<file path="src/rtl/core/assert_macros.svh">
// Assertion macros shared by the queue RTL.
`ifndef ASSERT_MACROS_SVH
`define ASSERT_MACROS_SVH

// Clocked assertion that is switched off while reset is high.
`define SPQ_ASSERT(lbl, prop, msg) \
  lbl: assert property (@(posedge clk) disable iff (rst) prop) else $error(msg);

// Clocked assertion that also holds during reset.
`define SPQ_ASSERT_ALWAYS(lbl, prop, msg) \
  lbl: assert property (@(posedge clk) prop) else $error(msg);

`endif

</file>
<file path="src/rtl/core/speq_pkg.sv">
// Shared types and constants of the stable priority event queue.
package speq_pkg;

  localparam int QUEUE_DEPTH = 16;
  localparam int CNT_W = $clog2(QUEUE_DEPTH + 1);
  localparam int OCC_W = 5;

  localparam logic CMD_PUSH = 1'b0;
  localparam logic CMD_POP  = 1'b1;

  typedef struct packed {
    logic [3:0]  resource;
    logic [3:0]  system;
    logic [15:0] amount;
    logic [7:0]  status;
    logic [7:0]  prio;
  } entry_t;

  // Broadcast to every cell of the chain.
  typedef struct packed {
    logic   push;
    logic   pop;
    entry_t new_entry;
  } cell_ctrl_t;

endpackage

</file>
<file path="src/rtl/core/speq_in_if.sv">
// Command channel of the queue: push or pop with the pushed event.
interface speq_in_if;
  logic        valid;
  logic        ready;
  logic        command;
  logic [7:0]  in_priority;
  logic [7:0]  in_status;
  logic [15:0] in_amount;
  logic [3:0]  in_system;
  logic [3:0]  in_resource;

  modport source (output valid, command, in_priority, in_status, in_amount, in_system,
                  in_resource, input ready);
  modport sink (input valid, command, in_priority, in_status, in_amount, in_system,
                in_resource, output ready);
endinterface

</file>
<file path="src/rtl/core/speq_out_if.sv">
// Result channel of the queue: status, popped event and occupancy.
interface speq_out_if;
  logic        valid;
  logic        ready;
  logic        ok;
  logic [7:0]  out_priority;
  logic [7:0]  out_status;
  logic [15:0] out_amount;
  logic [3:0]  out_system;
  logic [3:0]  out_resource;
  logic [4:0]  occupancy;

  modport source (output valid, ok, out_priority, out_status, out_amount, out_system,
                  out_resource, occupancy, input ready);
  modport sink (input valid, ok, out_priority, out_status, out_amount, out_system,
                out_resource, occupancy, output ready);
endinterface

</file>
<file path="src/rtl/core/speq_cell.sv">
// One slot of the sorted chain: holds an event and shifts toward its neighbors.
module speq_cell (
  input  logic                 clk,
  input  speq_pkg::cell_ctrl_t ctrl,
  input  logic                 occupied,
  input  speq_pkg::entry_t     left_entry,
  input  logic                 left_keep,
  input  speq_pkg::entry_t     right_entry,
  output speq_pkg::entry_t     entry,
  output logic                 keep
);
  import speq_pkg::*;

  // A stored event stays in place on a push when it ranks at or above the new one.
  assign keep = occupied && (entry.prio >= ctrl.new_entry.prio);

  always_ff @(posedge clk) begin
    if (ctrl.push && !keep) begin
      // The first cell that gives way takes the new event; later ones shift down.
      entry <= left_keep ? ctrl.new_entry : left_entry;
    end else if (ctrl.pop) begin
      entry <= right_entry;
    end
  end

endmodule

</file>
<file path="src/rtl/core/stable_priority_event_queue.sv">
// Stable priority event queue built as a chain of sorted cells.
// Each accepted beat is resolved at once; its result beat appears the next cycle.
// Throughput is one beat per cycle while results are taken; cmd.ready follows res.ready.
// Push and pop work on all cells at once, so depth does not change the timing.
// Synchronous reset empties the queue and drops any pending result; no clearing pass.
`include "assert_macros.svh"

module stable_priority_event_queue (
  input logic      clk,
  input logic      rst,
  speq_in_if.sink  cmd,
  speq_out_if.source res
);
  import speq_pkg::*;

  logic [CNT_W-1:0] count;
  logic [CNT_W-1:0] count_next;
  logic             accept;
  logic             push_do;
  logic             pop_do;
  cell_ctrl_t       ctrl;
  entry_t           cell_entry [QUEUE_DEPTH];
  logic             cell_keep  [QUEUE_DEPTH];

  assign cmd.ready = !res.valid || res.ready;
  assign accept    = cmd.valid && cmd.ready;
  assign push_do   = accept && (cmd.command == CMD_PUSH) && (count != CNT_W'(QUEUE_DEPTH));
  assign pop_do    = accept && (cmd.command == CMD_POP) && (count != '0);

  always_comb begin
    ctrl.push                = push_do;
    ctrl.pop                 = pop_do;
    ctrl.new_entry.prio      = cmd.in_priority;
    ctrl.new_entry.status    = cmd.in_status;
    ctrl.new_entry.amount    = cmd.in_amount;
    ctrl.new_entry.system    = cmd.in_system;
    ctrl.new_entry.resource  = cmd.in_resource;
  end

  always_comb begin
    count_next = count;
    if (push_do) begin
      count_next = count + CNT_W'(1);
    end else if (pop_do) begin
      count_next = count - CNT_W'(1);
    end
  end

  for (genvar i = 0; i < QUEUE_DEPTH; i++) begin : g_cell
    entry_t left_entry;
    logic   left_keep;
    entry_t right_entry;

    if (i == 0) begin : g_head
      assign left_entry = ctrl.new_entry;
      assign left_keep  = 1'b1;
    end else begin : g_body
      assign left_entry = cell_entry[i-1];
      assign left_keep  = cell_keep[i-1];
    end

    if (i == QUEUE_DEPTH - 1) begin : g_tail
      assign right_entry = ctrl.new_entry;
    end else begin : g_inner
      assign right_entry = cell_entry[i+1];
    end

    speq_cell u_cell (
      .clk         (clk),
      .ctrl        (ctrl),
      .occupied    (CNT_W'(i) < count),
      .left_entry  (left_entry),
      .left_keep   (left_keep),
      .right_entry (right_entry),
      .entry       (cell_entry[i]),
      .keep        (cell_keep[i])
    );
  end

  always_ff @(posedge clk) begin
    if (rst) begin
      count     <= '0;
      res.valid <= 1'b0;
    end else begin
      count <= count_next;
      if (accept) begin
        res.valid <= 1'b1;
      end else if (res.ready) begin
        res.valid <= 1'b0;
      end
    end
  end

  always_ff @(posedge clk) begin
    if (accept) begin
      res.ok           <= push_do || pop_do;
      res.occupancy    <= OCC_W'(count_next);
      res.out_priority <= pop_do ? cell_entry[0].prio     : '0;
      res.out_status   <= pop_do ? cell_entry[0].status   : '0;
      res.out_amount   <= pop_do ? cell_entry[0].amount   : '0;
      res.out_system   <= pop_do ? cell_entry[0].system   : '0;
      res.out_resource <= pop_do ? cell_entry[0].resource : '0;
    end
  end

  `SPQ_ASSERT(a_count_bound, count <= CNT_W'(QUEUE_DEPTH), "queue count above depth")
  `SPQ_ASSERT_ALWAYS(a_reset_idle, rst |=> !res.valid, "result beat pending after reset")
  `SPQ_ASSERT(a_pop_empty_fails, (accept && cmd.command == CMD_POP && count == '0) |=> !res.ok,
              "pop from empty queue reported success")
  `SPQ_ASSERT(a_push_grows, push_do |=> count == $past(count) + CNT_W'(1),
              "accepted push did not grow the queue")
  `SPQ_ASSERT(a_head_sorted, (count >= CNT_W'(2)) |-> (cell_entry[0].prio >= cell_entry[1].prio),
              "head cell ranks below the next cell")

endmodule
</file>
<file path="src/flat_wrapper.sv">
// flat-port wrapper written by rule: the top's interface ports become plain ports
module stable_priority_event_queue_flat import speq_pkg::*;
  (clk, rst, cmd_valid, cmd_command, cmd_in_priority, cmd_in_status, cmd_in_amount, cmd_in_system, cmd_in_resource, cmd_ready, res_valid, res_ok, res_out_priority, res_out_status, res_out_amount, res_out_system, res_out_resource, res_occupancy, res_ready);
  speq_in_if cmd_i ();
  speq_out_if res_i ();
  input logic clk;
  input logic rst;
  input wire logic [$bits(cmd_i.valid)-1:0] cmd_valid;
  input wire logic [$bits(cmd_i.command)-1:0] cmd_command;
  input wire logic [$bits(cmd_i.in_priority)-1:0] cmd_in_priority;
  input wire logic [$bits(cmd_i.in_status)-1:0] cmd_in_status;
  input wire logic [$bits(cmd_i.in_amount)-1:0] cmd_in_amount;
  input wire logic [$bits(cmd_i.in_system)-1:0] cmd_in_system;
  input wire logic [$bits(cmd_i.in_resource)-1:0] cmd_in_resource;
  output wire logic [$bits(cmd_i.ready)-1:0] cmd_ready;
  output wire logic [$bits(res_i.valid)-1:0] res_valid;
  output wire logic [$bits(res_i.ok)-1:0] res_ok;
  output wire logic [$bits(res_i.out_priority)-1:0] res_out_priority;
  output wire logic [$bits(res_i.out_status)-1:0] res_out_status;
  output wire logic [$bits(res_i.out_amount)-1:0] res_out_amount;
  output wire logic [$bits(res_i.out_system)-1:0] res_out_system;
  output wire logic [$bits(res_i.out_resource)-1:0] res_out_resource;
  output wire logic [$bits(res_i.occupancy)-1:0] res_occupancy;
  input wire logic [$bits(res_i.ready)-1:0] res_ready;
  assign cmd_i.valid = cmd_valid;
  assign cmd_i.command = cmd_command;
  assign cmd_i.in_priority = cmd_in_priority;
  assign cmd_i.in_status = cmd_in_status;
  assign cmd_i.in_amount = cmd_in_amount;
  assign cmd_i.in_system = cmd_in_system;
  assign cmd_i.in_resource = cmd_in_resource;
  assign cmd_ready = cmd_i.ready;
  assign res_valid = res_i.valid;
  assign res_ok = res_i.ok;
  assign res_out_priority = res_i.out_priority;
  assign res_out_status = res_i.out_status;
  assign res_out_amount = res_i.out_amount;
  assign res_out_system = res_i.out_system;
  assign res_out_resource = res_i.out_resource;
  assign res_occupancy = res_i.occupancy;
  assign res_i.ready = res_ready;
  stable_priority_event_queue u_core (.clk(clk), .rst(rst), .cmd(cmd_i), .res(res_i));
endmodule
</file>
<file path="config.mk">
export PLATFORM = sky130hd
export DESIGN_NAME = stable_priority_event_queue_flat
export DESIGN_NICKNAME = d
export VERILOG_FILES = /design/src/rtl/core/speq_pkg.sv /design/src/rtl/core/speq_in_if.sv /design/src/rtl/core/speq_out_if.sv /design/src/rtl/core/speq_cell.sv /design/src/rtl/core/stable_priority_event_queue.sv /design/src/flat_wrapper.sv
export VERILOG_INCLUDE_DIRS = /design/src /design/src/rtl/core
export SDC_FILE = /design/constraint.sdc
export NUM_CORES = 2
export LEC_CHECK = 0
export ABC_AREA = 1
export BUFFER_PORTS_ARGS = -buffer_cell sky130_fd_sc_hd__buf_2
export CAP_MARGIN = 25
export CORE_MARGIN = 4
export CORE_UTILIZATION = 35
export DETAILED_ROUTE_END_ITERATION = 8
export SLEW_MARGIN = 30
export SYNTH_ARGS = -nofsm -noshare
export SYNTH_HDL_FRONTEND = slang
export SYNTH_SLANG_ARGS = --single-unit
export TNS_END_PERCENT = 5
</file>
<file path="constraint.sdc">
create_clock -name clk -period 13.02 [get_ports clk]
set_input_delay 1.302 -clock clk [delete_from_list [all_inputs] [get_ports clk]]
set_output_delay 1.302 -clock clk [all_outputs]
set_load 0.005 [all_outputs]
</file>
==> reports/metrics.csv, run 1 <==
stage;metric;value;unit
power;clockPowerShare;31.6;%
synth;synth.distinct_cells;26;
setup_path;critPathMaxFanout;42;
setup_path;path_cells;inv_1 > ha_1 > nand3_1 > nand3_2 > clkinv_2 > buf_4 > buf_4 > nand2_2 > inv_2 > nand2_1 > nand2_1;
die;io-pin-count;93;
timing;tightest_slew;0.934;ns
die;rows;125;
power;switching_share;33.2;%
timing;rsz0062_at_grt;no;
drt;antenna_left;0;
power;p_int;4.66;mW
synth;syn-cell-area;0.0409;mm²
die;die_w;350;µm
global_route;met3_usage;2.85;%
cts;h-tree-depth;3;
setup_path;worstSetupPathType;register to register;
layout;n_fill_cell;12116;
power;max-vdd-ir-drop;0.0871;mV
setup_path;critPathCaptureType;register;
place;post-dp-hpwl;82.5;mm
synth;yosysTopAreaCellShare;50.4;%
power;leakage;21.6;nW
place;portBuffers;92;
global_route;antenna_found_initial;6;
synth;synth_cells;5415;
synth;synth-async-reset-ratio;0;%
power;p_seq_share;44.7;%
setup_path;worstPathArrival;5.65;ns
timing;final.setup_skew;0.0172;ns
synth;yosysTopAreaCell;edfxtp_1;
cts;clock_sinks;692;
setup_path;critical-path-top-delay-family;buffers and inverters;
die;initial_core_util;35.2;%
timing;finalSetupViolations;0;
global_route;grt_max_degree;75;
synth;syn-num-nets;5592;
timing;min_period;5.13;ns
timing;finalCritPeriodShare;39.4;%
timing;timing.fmax;195;MHz
global_route;first_global_vias;32586;
cts;cts-resized-gates;0;
setup_path;crit_buf_inv;5;
global_route;busiest_layer;met2;
synth;synth_edf_count;686;
drt;vias_per_cell;4.97;
synth;yosysWarnings;0;
cts;cts_buffer_depth;3;
cts;clk_pin_slew;0.06;ns
cts;postCtsHoldBufs;0;
min_path;hp-class;register to register;
global_route;grt_usage;19.2;%
timing;tns;0;ns
cts;clkLatencyLatePin;0.65;ns
die;die_h;350;µm
layout;nNetsFinal;5448;
drt;wirelength;118;mm
power;switching_power;2.31;mW
die;core;0.116;mm²
outcome;status;finished clean;
setup_path;start_kind;register;
cts;cts-root-buf;clkbuf_16;
cts;cts_buffers;80;
setup_path;crit_slowest_cell;inv_2;
drt;drt_first_pass_iters;5;
synth;ys_ff_latch;692;
drt;drc;0;
cts;cts_tree;yes;
layout;drive_above_1_share;6.27;%
timing;slew_headroom;37.5;%
power;total_power;6.97;mW
die;die_area;0.122;mm²
synth;yosysSeqAreaShare;50.7;%
global_route;gr-total-overflow;0;
synth;synth.most_common_cell;nand2_1;
place;gp_congestion;0.851;
drt;drtIter0Drc;3421;
setup_path;max_stage_delay;0.86;ns
global_route;grt_pass1_wl;190;mm
cts;cts_setup_buffers;0;
flow_run;drv_cap;0;
synth;synth_common_cells;3,213 x nand2_1, 686 x edfxtp_1, 602 x nand3_1, 241 x clkbuf_1, 140 x buf_2;
global_route;met1_usage;28.4;%
power;power_frac_comb;23.7;%
setup_path;crit_required;13.54;ns
drt;wl_per_cell;17.3;µm
synth;syn_avg_cell_area;7.54;µm²
synth;synth_flop_cell;edfxtp_1;
power;powerDensity;156;mW/mm²
timing;finalHoldViolations;0;
global_route;grtUsageMet2;29.0;%
drt;vias;34123;
synth;yosys-top-cells-area;edfxtp_1 50%, nand2_1 30%, nand3_1 7.4%, ha_1 4.0%, clkbuf_1 2.2%;
layout;area.growth.synth_to_final;9.51;%
timing;drv_slew;0;
state kept, by name, summed over array words and instances, names as in the netlist:
signal                      flops
u_core.res.occupancy            5
u_core.count                    5
u_core.res.out_status           8
u_core.res.out_system           4
u_core.g_cell.u_cell.entry    640
u_core.res.out_resource         4
u_core.res.valid                1
u_core.res.ok                   1
u_core.res.out_amount          16
u_core.res.out_priority         8
per-layer routing:
metal | vias up | routed length (µm) | part of all wire, %
li1 | 17115 | - | -
met1 | 15500 | 57200 | 48
met2 | 1318 | 49500 | 42
met3 | 190 | 8700 | 7.3
met4 | 0 | 3050 | 2.6
met5 | - | 0 | 0
logic make-up (layout without fill, tap and decap cells):
kind of cell	count (synthesis)	count (layout)	share of synthesized area [%]
compound gates	71	71	1.00
fa+ha+maj	132	132	4.04
flops	692	692	50.7
simple gates	3960	3960	38.6
buf+inv	557	473	5.59
xor+xnor	3	3	0.0643
other cells	0	4	0
tightest hold or removal path: stages, from the launching register on:
cell	delay, ns
edfxtp_1	0.32
nand2_1	0.05
nand2_1	0.05
final timing paths:
path,from,endpoint,slack (ns),cells after the start
worst max-delay path,u_core.count[0],u_core.g_cell[10].u_cell.entry[29],7.89,11
worst min register to register,u_core.g_cell[15].u_cell.entry[32],u_core.g_cell[14].u_cell.entry[32],0.51,2
worst max register to register,u_core.count[0],u_core.g_cell[10].u_cell.entry[29],7.89,11
worst min-delay path,u_core.g_cell[15].u_cell.entry[32],u_core.g_cell[14].u_cell.entry[32],0.51,2
power by group through the flow:
stage / combinational (mW) / clock, mW / sequential, mW
after floorplan: 1.22 / 0 / 3.07
after global placement: 1.61 / 0 / 3.15
after detailed placement: 1.65 / 0 / 3.15
after CTS: 1.65 / 2.25 / 3.11
after global routing: 1.90 / 2.34 / 3.14
final: 1.65 / 2.21 / 3.11
final cells by class:
class | count | area, µm² | share of cell area (%)
Clock inverter | 39 | 289 | 0.646
Sequential cell | 692 | 20700 | 46.3
Timing Repair Buffer | 174 | 1080 | 2.41
Tap cell | 1524 | 1910 | 4.26
Antenna cell | 4 | 10.0 | 0.0224
Multi-Input combinational cell | 4166 | 17900 | 40.1
Clock buffer | 103 | 2210 | 4.95
Inverter | 157 | 591 | 1.32
layout by cell type (no fill, tap or decap), types with 3 or more instances in the layout:
cell type,n
a21oi_1,36
buf_2,92
buf_4,82
bufinv_16,4
clkbuf_1,16
clkbuf_16,85
clkinv_1,14
clkinv_2,19
dfxtp_1,6
diode_2,4
edfxtp_1,686
ha_1,132
inv_1,135
inv_2,21
nand2_1,3205
nand2_2,14
nand3_1,602
nand4_1,41
nor2_1,91
o21a_1,17
o21ai_0,10
o21ai_4,3
xor2_1,3
metrics by stage:
step / setup slack (ns) / hold WS, ns / cells / util (%) / area, µm²
after global routing: 7.51 / 0.529 / 6859 / 38.5 / 44700
final: 7.89 / 0.514 / 6859 / 38.5 / 44700
after CTS: 7.83 / 0.515 / 6855 / 38.5 / 44700
after global placement: 7.46 / 0.496 / 6713 / 36.4 / 42200
after floorplan: 6.92 / 0.494 / 5415 / - / 40900
after detailed placement: 7.39 / 0.501 / 6713 / 36.4 / 42200
(Power assumes the default switching activity.)
==> inputs of run 2 (changes only) <==
- ABC_AREA: 1 -> 0
- clock period: 13.02 -> 5.2 ns (I/O delays scaled with it)
==> run 2 against run 1 <==
Setup slack worse by 6.3 ns. Clock power up 140%. Final cell count down 33%. Design area down 8.0%. Routed wire length down 24%. Via count down 31%. Critical path type is now input pin to register. Largest cell class unchanged.
==> reports/metrics.csv, run 2 <==
stage;metric;value;unit;change
outcome;status;finished clean;;unchanged
synth;synth_edf_count;686;;unchanged
synth;yosysWarnings;0;;unchanged
synth;syn-cell-area;0.0366;mm²;was 0.0409 mm²
synth;yosys-top-cells-area;edfxtp_1 56%, mux2i_1 15%, o21ai_0 6.9%, nand2_1 5.5%, ha_1 4.5%;;was edfxtp_1 50%, nand2_1 30%, nand3_1 7.4%, ha_1 4.0%, clkbuf_1 2.2%
drt;antenna_left;0;;unchanged
global_route;met3_usage;2.04;%;was 2.85%
global_route;grt_max_degree;81;;was 75
setup_path;regToRegSetupSlack;1.69;ns;was 7.89 ns
cts;cts_setup_buffers;0;;unchanged
drt;vias;23647;;was 34,123
layout;nNetsFinal;3347;;was 5,448
place;post-dp-hpwl;60.7;mm;was 82.5 mm
setup_path;critPathCaptureType;register;;unchanged
synth;synth_common_cells;686 x edfxtp_1, 552 x mux2i_1, 541 x nand2_1, 507 x o21ai_0, 160 x clkbuf_1;;was 3,213 x nand2_1, 686 x edfxtp_1, 602 x nand3_1, 241 x clkbuf_1, 140 x buf_2
cts;cts_tree;yes;;unchanged
global_route;first_global_vias;23602;;was 32,586
cts;postCtsHoldBufs;0;;unchanged
timing;slew_headroom;42.0;%;was 37.5%
timing;min_period;3.59;ns;
timing;tns;0;ns;unchanged
synth;synth.most_common_cell;edfxtp_1;;was nand2_1
synth;yosysTopAreaCellShare;56.3;%;was 50.4%
power;powerDensity;400;mW/mm²;was 156 mW/mm²
layout;regArea;0.0207;mm²;unchanged
drt;wl_per_cell;19.5;µm;was 17.3 µm
setup_path;r2r.worst_path.cells;9;;was 11
synth;synth-async-reset-ratio;0;%;unchanged
layout;layout_common_cells;686 x edfxtp_1, 552 x mux2i_1, 529 x nand2_1;;was 3,205 x nand2_1, 686 x edfxtp_1, 602 x nand3_1
global_route;met1_usage;24.3;%;was 28.4%
layout;top_regs;u_core.g_cell.u_cell.entry (640), u_core.res.out_amount (16);;unchanged
die;die_h;331;µm;was 350 µm
cts;clock_sinks;692;;unchanged
cts;cts_buffer_depth;3;;unchanged
setup_path;worstPathArrival;3.95;ns;was 5.65 ns
timing;timing.fmax;278;MHz;
die;die_w;331;µm;was 350 µm
synth;yosysSeqAreaShare;56.6;%;was 50.7%
die;core;0.104;mm²;was 0.116 mm²
timing;finalCritPeriodShare;69.1;%;
timing;drv_slew;0;;unchanged
global_route;busiest_layer;met1;;was met2
drt;drc;0;;unchanged
layout;multiInputGateArea;0.0151;mm²;was 0.0179 mm²
min_path;hp-start;rst;;was u_core.g_cell[15].u_cell.entry[32]
layout;final_common_cell;edfxtp_1;;was nand2_1
synth;synth_flop_cell;edfxtp_1;;unchanged
timing;rsz0062_at_grt;no;;unchanged
die;rows;118;;was 125
cts;h-tree-depth;3;;unchanged
cts;clk_pin_slew;0.06;ns;about the same
min_path;worstHoldPathCells;2;;unchanged
synth;synth_cells;3173;;was 5,415
die;initial_core_util;35.3;%;was 35.2%
flow_run;drv_cap;0;;unchanged
cts;clkLatencyLatePin;0.62;ns;was 0.65 ns
min_path;holdPathEnd;u_core.count[1];;was u_core.g_cell[14].u_cell.entry[32]
power;max-vdd-ir-drop;0.206;mV;was 0.0871 mV
drt;drtIter0Drc;1946;;was 3,421
drt;vias_per_cell;5.13;;was 4.97
global_route;grt_usage;15.9;%;was 19.2%
setup_path;worstSetupPathType;input pin to register;;was register to register
setup_path;critPathMaxFanout;40;;was 42
die;io-pin-count;93;;unchanged
die;die_area;0.110;mm²;was 0.122 mm²
timing;finalHoldViolations;0;;unchanged
synth;syn-num-nets;3350;;was 5,592
synth;yosysTopAreaCell;edfxtp_1;;unchanged
global_route;gr-total-overflow;0;;unchanged
power;leakage;14.8;nW;was 21.6 nW
layout;regMostFlops;u_core.g_cell.u_cell.entry;;unchanged
layout;drive_above_1_share;9.18;%;was 6.27%
min_path;hp-class;input pin to register;;was register to register
place;portBuffers;92;;unchanged
setup_path;reg2reg_from;u_core.count[0];;unchanged
timing;tightest_slew;0.859;ns;was 0.934 ns
layout;largest_register_ffs;640;;unchanged
layout;n_fill_cell;9989;;was 12,116
synth;syn_avg_cell_area;11.5;µm²;was 7.54 µm²
layout;area.growth.synth_to_final;12.4;%;was 9.51%
global_route;grtUsageMet2;23.7;%;was 29.0%
cts;cts_buffers;74;;was 80
timing;final.setup_skew;0.0287;ns;was 0.0172 ns
global_route;grt_pass1_wl;143;mm;was 190 mm
cts;cts-resized-gates;0;;unchanged
global_route;antenna_found_initial;6;;unchanged
synth;synth.distinct_cells;54;;was 26
drt;wirelength;89.7;mm;was 118 mm
setup_path;start_kind;input pin;;was register
setup_path;timing.rr.end;u_core.g_cell[15].u_cell.entry[31];;was u_core.g_cell[10].u_cell.entry[29]
power;total_power;16.5;mW;was 6.97 mW
setup_path;crit_required;5.56;ns;was 13.54 ns
cts;cts-root-buf;clkbuf_16;;unchanged
timing;finalSetupViolations;0;;unchanged
place;gp_congestion;0.799;;was 0.851
synth;ys_ff_latch;692;;unchanged
drt;drt_first_pass_iters;5;;unchanged
[run 2: cell types whose count changed after synthesis, sizes merged, moves of 94 or more]
| cell | previous run | this run |
|---|---|---|
| inv | 157 | 29 |
| o21ai | 16 | 519 |
| mux2i | 0 | 552 |
| nand3 | 603 | 6 |
| nand2 | 3221 | 541 |
| a21oi | 38 | 132 |
[run 2: where the power goes]
part | switching (mW) | internal (mW) | leakage [nW]
logic | 2.03 | 1.22 | 7.12
registers | 0.533 | 7.41 | 6.55
clock network | 2.23 | 3.05 | 1.15
total | 4.80 | 11.7 | 14.8
[run 2: cell families (layout without fill, tap and decap cells)]
kind of cell | after synthesis | count (layout) | share of synthesized area (%)
DFF | 692 | 692 | 56.6
AOI/OAI and AO/OA | 698 | 698 | 9.99
other | 0 | 3 | 0
adders and majority gates | 132 | 132 | 4.51
buffers and inverters | 261 | 312 | 2.89
muxes | 632 | 632 | 17.6
and+or+nand+nor | 754 | 754 | 8.36
xor gates and xnor gates | 4 | 4 | 0.0957
[run 2: metrics by stage]
| step | utilization, % | cells | hold slack, ns | setup slack, ns | cell area [µm²] |
|---|---|---|---|---|---|
| after detailed placement | 37.4 | 4473 | 0.514 | 0.972 | 38800 |
| after CTS | 39.7 | 4603 | 0.111 | 1.65 | 41100 |
| after global placement | 37.4 | 4471 | 0.498 | 1.02 | 38700 |
| final | 39.7 | 4607 | 0.148 | 1.61 | 41200 |
| after global routing | 39.7 | 4606 | 0.139 | 1.33 | 41200 |
| after floorplan | - | 3173 | 0.496 | 1.66 | 36600 |
[run 2: layout make-up]
class,instances,share of cell area [%]
Sequential cell,692,50.3
Multi-Input combinational cell,2220,36.7
Clock buffer,93,4.83
Tap cell,1380,4.20
Timing Repair Buffer,153,2.72
Clock inverter,37,0.912
Inverter,29,0.271
Antenna cell,3,0.0182
[run 2: worst max path at each step]
stage	from	endpoint	cells past startpoint
after floorplan	cmd_in_priority[6]	u_core.g_cell[3].u_cell.entry[0]	9
after global placement	cmd_in_priority[3]	u_core.g_cell[3].u_cell.entry[26]	8
after detailed placement	cmd_in_priority[2]	u_core.g_cell[1].u_cell.entry[20]	8
after CTS	cmd_in_priority[3]	u_core.g_cell[4].u_cell.entry[19]	9
after global routing	cmd_in_priority[3]	u_core.g_cell[4].u_cell.entry[26]	9
final	cmd_in_priority[3]	u_core.g_cell[4].u_cell.entry[19]	9
[run 2: per-layer routing]
metal | vias up | part of all wire, %
li1 | 11663 | -
met1 | 11325 | 51
met2 | 544 | 42
met3 | 113 | 4.5
met4 | 2 | 2.1
met5 | - | 0.014
[run 2: worst max-delay path, stage by stage]
cell	delay (ns)
buf_2	0.41
inv_1	0.54
ha_1	0.48
nor2_1	0.05
o41ai_1	0.71
and2_2	0.26
buf_4	0.54
mux2i_1	0.29
o21ai_0	0.09
